[src/rtl/core/bmg_pkg.sv]
`default_nettype none
package bmg_pkg;
  localparam int UniformBitsDef = 32;
  localparam int OutFracBitsDef = 28;
  localparam int LogSteps = 32;
  localparam int TaylorTerms = 7;
  localparam logic [33:0] TwoLn2Q32 = 34'h162E42FF0;
  localparam logic [34:0] TwoPiQ32 = 35'h6487ED511;
  localparam logic [32:0] OneQ32 = 33'h100000000;

  // (a * b) >> 32, split to match the fixed-point truncation
  function automatic logic [63:0] mul_q32(input logic [63:0] a, input logic [63:0] b);
    logic [63:0] hi;
    logic [63:0] lo;
    begin
      hi = (a >> 16) * b;
      lo = ((a & 64'hFFFF) * b) >> 16;
      mul_q32 = (hi + lo) >> 16;
    end
  endfunction

  // divisors of the Taylor terms, indexed by term number
  function automatic logic [7:0] sin_div(input logic [2:0] k);
    begin
      sin_div = 8'((2 * int'(k)) * (2 * int'(k) + 1));
    end
  endfunction

  function automatic logic [7:0] cos_div(input logic [2:0] k);
    begin
      cos_div = 8'((2 * int'(k) - 1) * (2 * int'(k)));
    end
  endfunction

  // work item flowing down the cell row
  typedef struct packed {
    logic [31:0] mant;     // Q1.30 (31 bits used)
    logic [31:0] frac;     // log2 fraction bits
    logic [6:0]  ipart;    // integer part of -log2
    logic [63:0] sq_rem;   // isqrt remainder
    logic [63:0] sq_res;   // isqrt partial root
    logic [63:0] ang;      // reduced angle, Q32
    logic [63:0] a2;
    logic [63:0] ts;
    logic [63:0] tc;
    logic signed [63:0] ss;
    logic signed [63:0] cc;
    logic [1:0]  quad;
    logic        swap;
  } bmg_work_t;
endpackage
`default_nettype wire

[src/rtl/core/bmg_cell.sv]
`default_nettype none
// One stage of a row. In the first row a cell resolves one log2 squaring bit;
// its early cells also carry the sine/cosine series, one cell multiplying a
// term by a^2 and the next dividing it by the factorial factors. In the
// second row a cell resolves one isqrt digit. Registered when en is high.
module bmg_cell
  import bmg_pkg::*;
#(
  parameter int STAGE = 0
) (
  input  wire logic      clk,
  input  wire logic      en,
  input  wire bmg_work_t din,
  output bmg_work_t      dout
);
  localparam int SerLast = 2 * (TaylorTerms - 1);
  localparam bit SerMul = (STAGE >= 1) && (STAGE <= SerLast) && (STAGE % 2 == 1);
  localparam bit SerDiv = (STAGE >= 2) && (STAGE <= SerLast) && (STAGE % 2 == 0);
  localparam int Term = (SerMul || SerDiv) ? (STAGE + 1) / 2 : 1;
  localparam logic [63:0] SinDen = 64'(sin_div(3'(Term)));
  localparam logic [63:0] CosDen = 64'(cos_div(3'(Term)));
  localparam int SinSh = 32 + $clog2(SinDen);
  localparam int CosSh = 32 + $clog2(CosDen);
  // floor(n / d) for n < 2^32 is (n * ceil(2^sh / d)) >> sh with 2^(sh-32) >= d
  localparam logic [63:0] SinRcp = ((64'd1 << SinSh) + SinDen - 64'd1) / SinDen;
  localparam logic [63:0] CosRcp = ((64'd1 << CosSh) + CosDen - 64'd1) / CosDen;

  bmg_work_t w_nxt;
  bmg_work_t w_r;
  logic [63:0] sq;
  logic [63:0] bit_v;
  logic [63:0] trial;
  logic [95:0] qs;
  logic [95:0] qc;

  always_comb begin
    w_nxt = din;
    sq    = 64'(din.mant) * 64'(din.mant) >> 30;
    bit_v = 64'd0;
    trial = 64'd0;
    qs    = 96'd0;
    qc    = 96'd0;
    if (STAGE < LogSteps) begin
      w_nxt.frac = {din.frac[30:0], 1'b0};
      if (sq >= 64'h80000000) begin
        w_nxt.mant = 32'(sq >> 1);
        w_nxt.frac[0] = 1'b1;
      end else begin
        w_nxt.mant = 32'(sq);
      end
    end
    if (STAGE >= LogSteps && STAGE < LogSteps + 32) begin
      bit_v = 64'd1 << (62 - 2 * (STAGE - LogSteps));
      trial = din.sq_res + bit_v;
      if (din.sq_rem >= trial) begin
        w_nxt.sq_rem = din.sq_rem - trial;
        w_nxt.sq_res = (din.sq_res >> 1) + bit_v;
      end else begin
        w_nxt.sq_res = din.sq_res >> 1;
      end
    end
    if (SerMul) begin
      w_nxt.ts = mul_q32(din.ts, din.a2);
      w_nxt.tc = mul_q32(din.tc, din.a2);
    end
    // products stay below 2^32 since a < 1 in Q32
    if (SerDiv) begin
      qs = 96'(din.ts[31:0]) * 96'(SinRcp);
      qc = 96'(din.tc[31:0]) * 96'(CosRcp);
      w_nxt.ts = 64'(qs >> SinSh);
      w_nxt.tc = 64'(qc >> CosSh);
      if (Term % 2 == 1) begin
        w_nxt.ss = din.ss - $signed(w_nxt.ts);
        w_nxt.cc = din.cc - $signed(w_nxt.tc);
      end else begin
        w_nxt.ss = din.ss + $signed(w_nxt.ts);
        w_nxt.cc = din.cc + $signed(w_nxt.tc);
      end
    end
  end

  always_ff @(posedge clk) begin
    if (en) begin
      w_r <= w_nxt;
    end
  end

  assign dout = w_r;
endmodule
`default_nettype wire

[config.mk]
export PLATFORM = sky130hd
export DESIGN_NAME = bmg_cell
export DESIGN_NICKNAME = d
export VERILOG_FILES = /design/src/rtl/core/bmg_pkg.sv /design/src/rtl/core/bmg_cell.sv
export SDC_FILE = /design/constraint.sdc
export NUM_CORES = 2
export LEC_CHECK = 0
export ABC_AREA = 1
export BUFFER_PORTS_ARGS = -buffer_cell sky130_fd_sc_hd__buf_2
export CAP_MARGIN = 20
export CORE_AREA = 3 3 453 455
export DETAILED_ROUTE_END_ITERATION = 10
export DIE_AREA = 0 0 456 458
export PLACE_DENSITY = 0.44
export SLEW_MARGIN = 15
export SYNTH_ARGS = -nofsm -noshare
export SYNTH_HDL_FRONTEND = slang
export SYNTH_SLANG_ARGS = --single-unit
[constraint.sdc]
create_clock -name clk -period 9.7 [get_ports clk]
set_clock_uncertainty 0.15 [all_clocks]
set_input_delay 0.485 -clock clk [delete_from_list [all_inputs] [get_ports clk]]
set_output_delay 0.485 -clock clk [all_outputs]
set_load 0.01 [all_outputs]
Yosys cells after proc, flatten, opt, wreduce, memory -nomap -nowiden
Index checks and enable logic that the tools add are counted.
Storage, ports and cells
  register bits after elaboration: 586
  output and inout port bits: 586
  word-level logic and storage cells: 17
Operators by class
  $lt $le $gt $ge: 1
  multiply operators: 1
  muxes and demuxes: 2
Operators by type and width (number)
  $mul 32x32->64: 1
  $ge 34x32->1 const B: 1
  $mux 32: 1
  $mux 1: 1

Longest topological paths before layout
  depth after elaboration: 3
  gate-level depth with buffers: 38

Worst setup path after synthesis
Ideal clock, no wire load.
  path type: input to register
  start: in din[568] in the netlist's numbering
  end: reg w_r (netlist bit dout[575]), data pin
  data arrival time: 6.957 ns
  data required time: 9.297 ns
  cell stages on the path: 33
  path buffers: 3
  setup slack: 2.340 ns
  path through: clkbuf_1 > buf_1 > nand2_1 > fa_1 > inv_1 > fa_1 > inv_1 > fa_1 > fa_1 > inv_1 > fa_1 > inv_1 > fa_1 > inv_1 > fa_1 > inv_1 > fa_1 > inv_1 > ha_1 > nand2_1 > nor2_2 > nand2_1 > nor3_1 > nand2_1 > nand2_2 > nand2_1 > nand2_1 > nand2_1 > nand2_2 > nand3_2 > buf_2 > nand2_1 > nand2_1
RTL lines
  start: declaration: RTL line bmg_cell.sv:13  | input wire bmg_work_t din,
  end signal: assignment: RTL line bmg_cell.sv:84  | w_r <= w_nxt;
  end: declaration: RTL line bmg_cell.sv:29  | bmg_work_t w_r;

==> flow_summary.yaml <==
run_status:
  status: "finished, final reports clean"
floorplanning:
  core_area_sq_um: 202000
  fp.dieH_um: 458
  ios: 1174
  die_x_um: 456
  start_util_pct: 24.6
  core.rowCount: 165
  die_area_sq_um: 209000
sta:
  finalCritPeriodShare_pct: 81.8
  drv_slew: 0
  fin_crit_ns: 7.94
  max_freq_mhz: 126
  final-setup-viol-count: 0
  tns_ns: 0
  tightest_slew_ns: 1.03
  slew_headroom_pct: 31.3
  finalHoldViolCount: 0
  rsz0062_at_grt: "no"
clock_tree:
  htreeDepth: 3
  cts_tree: "yes"
  numCtsBuffers: 83
  hold_buffers: 511
  clock_path_buffers: 3
  cts_root_buf: "clkbuf_16"
  cts_setup_buffers: 0
  cts_resized: 0
  path_clk_slew_ns: 0.05
  cts.sinks: 586
drt:
  drtIter0Drc: 3745
  drtAntennaViolNets: 0
  drt_wl_total_mm: 323
  wl_per_cell_um: 33.7
  post-route-drc-count: 0
  vias: 41200
  vias_per_cell: 4.30
  dr.pass1.iters: 7
placement:
  hpwl_mm: 281
  io_buffers: 1172
  finalWeightedCongestion: 1.13
hold_path:
  min_path_type: "in2reg"
worst_setup_path:
  end_kind: "flop"
  startpoint_type: "input port"
  arrival_ns: 8.22
  crit_fanout: 28
  worstPathRequired_ns: 9.99
  cpMaxStageDelayCell: "buf_2"
  cp-endpoint: "dout[570]"
  max_stage_delay_ns: 0.74
  worstSetupPathType: "in2reg"
  critPathLaunch: "din[572]"
synth:
  synth_most_common_cell: "inv_1"
  synthTopCellsByCount: "inv_1 (1467), nand2_1 (1111), fa_1 (793)"
  syn-num-nets: 6450
  async_flop_share_pct: 0
  synth-main-ff-cell: "edfxtp_1"
  yosysSeqAreaShare_pct: 35.5
  synth_top_area_share_pct: 35.5
  postSynthAreaPerCell_sq_um: 10.4
  synth_cells: 4776
  synth_cell_type_count: 33
  synthesis.area_sq_um: 49600
  synth_area_leaders: "edfxtp_1 (35%), fa_1 (32%), inv_1 (11%)"
  synth_top_area_cell: "edfxtp_1"
  yosys_register_bits: 586
  synth_edf_count: 586
  ys_warn_count: 0
global_route:
  grt_pass1_vias: 42100
  grt_max_degree: 144
  overflow: 0
  grt_first_pass_wirelength_mm: 414
  antenna_found_initial: 166
  track_usage_pct: 30.4
final_layout:
  area_growth_syn_to_layout_pct: 35.9
  drive_gt1_share_pct: 20.8
  layout.nets: 8150
  largest_register_ffs: 586
  nFillCells: 21300
flow_run:
  drv_cap: 0
==> how the worst min path moves through the flow <==
stage,startpoint,to,slack [ns],cells past startpoint
after floorplan,din[0],dout[0],0.43,0
after global placement,din[509],dout[509],0.51,1
after detailed placement,din[18],dout[18],0.51,1
after CTS,din[339],dout[339],0.00007,1
after global routing,din[406],dout[406],0.007,1
final,din[59],dout[59],0.06,1
==> critical path: cells and delay by family <==
kind / cells / cell delay [ns]
adders and majority gates: 9 / 4.40
and+or+nand+nor: 12 / 1.74
buffers and inverters: 8 / 1.58
==> placed cells by master, fill, tap and decap left out, types with 2 or more instances in the layout <==
cell / Yosys / layout
a21o_1: 5 / 5
clkinv_1: 0 / 22
nor3_2: 2 / 2
o21ai_0: 11 / 11
clkbuf_1: 93 / 17
o21bai_1: 19 / 19
nor3_1: 7 / 7
clkinv_16: 0 / 3
buf_2: 6 / 1171
diode_2: 0 / 350
nand3_1: 68 / 68
nand2_1: 1111 / 1111
inv_1: 1467 / 1467
nand4_1: 43 / 43
nor2_1: 115 / 115
nor2_4: 3 / 3
nor4_1: 4 / 4
clkinv_8: 0 / 2
inv_2: 7 / 7
bufinv_16: 0 / 8
ha_1: 293 / 293
and2_1: 3 / 3
clkinv_2: 0 / 8
edfxtp_1: 586 / 586
a31o_2: 5 / 5
dlygate4sd3_1: 0 / 515
buf_4: 0 / 39
and3_1: 2 / 2
xnor2_1: 13 / 13
nor2_2: 8 / 8
fa_1: 793 / 793
nand2_2: 9 / 9
or2_2: 4 / 4
a21oi_1: 48 / 48
clkbuf_16: 0 / 84
buf_12: 0 / 3
xor2_1: 32 / 32
==> logic make-up (layout without fill, tap and decap cells) <==
family | count (synthesis) | in the layout | share of synthesized area, %
adder cells (fa/ha/maj) | 1086 | 1086 | 39.4
AO/OA/AOI/OAI | 91 | 91 | 1.09
other | 0 | 350 | 0
XOR/XNOR | 45 | 45 | 0.795
buffers and inverters | 1588 | 3351 | 12.1
AND/OR/NAND/NOR | 1380 | 1380 | 11.1
flip-flops | 586 | 586 | 35.5
==> cell type report <==
cell class | instances | area (sq um) | share of cell area [%]
multi-input cells | 2602 | 26000 | 38.5
flip-flops and latches | 586 | 17600 | 26.1
repair buffers | 1729 | 11400 | 16.9
inverters | 1474 | 5530 | 8.21
well taps | 2672 | 3340 | 4.96
clock buffers | 101 | 2170 | 3.21
diodes | 350 | 876 | 1.30
clock inverters | 47 | 534 | 0.793
==> routing by layer <==
metal	wire [um]	vias up	GRT usage, %
met5	396	-	0
met4	16700	34	15.2
met3	26800	427	9.94
met2	155000	1871	50.3
met1	124000	21000	35.4
li1	-	17800	-
==> through the flow <==
step                      hold slack (ns)  worst slack [ns]  std cells  instance area, sq um  util, %
after floorplan                     0.434              2.34       4776                 49600        -
after global placement              0.513              1.08       8548                 58700     29.1
after detailed placement            0.513              1.02       8548                 58700     29.1
after CTS                       0.0000741              1.80       9207                 66500     33.0
after global routing              0.00742              1.33       9520                 67300     33.4
final                              0.0593              1.76       9561                 67400     33.4
Power is left out: the tool's default activity adds up to more than one toggle a clock period on the data nets, which glitch-free logic cannot reach.
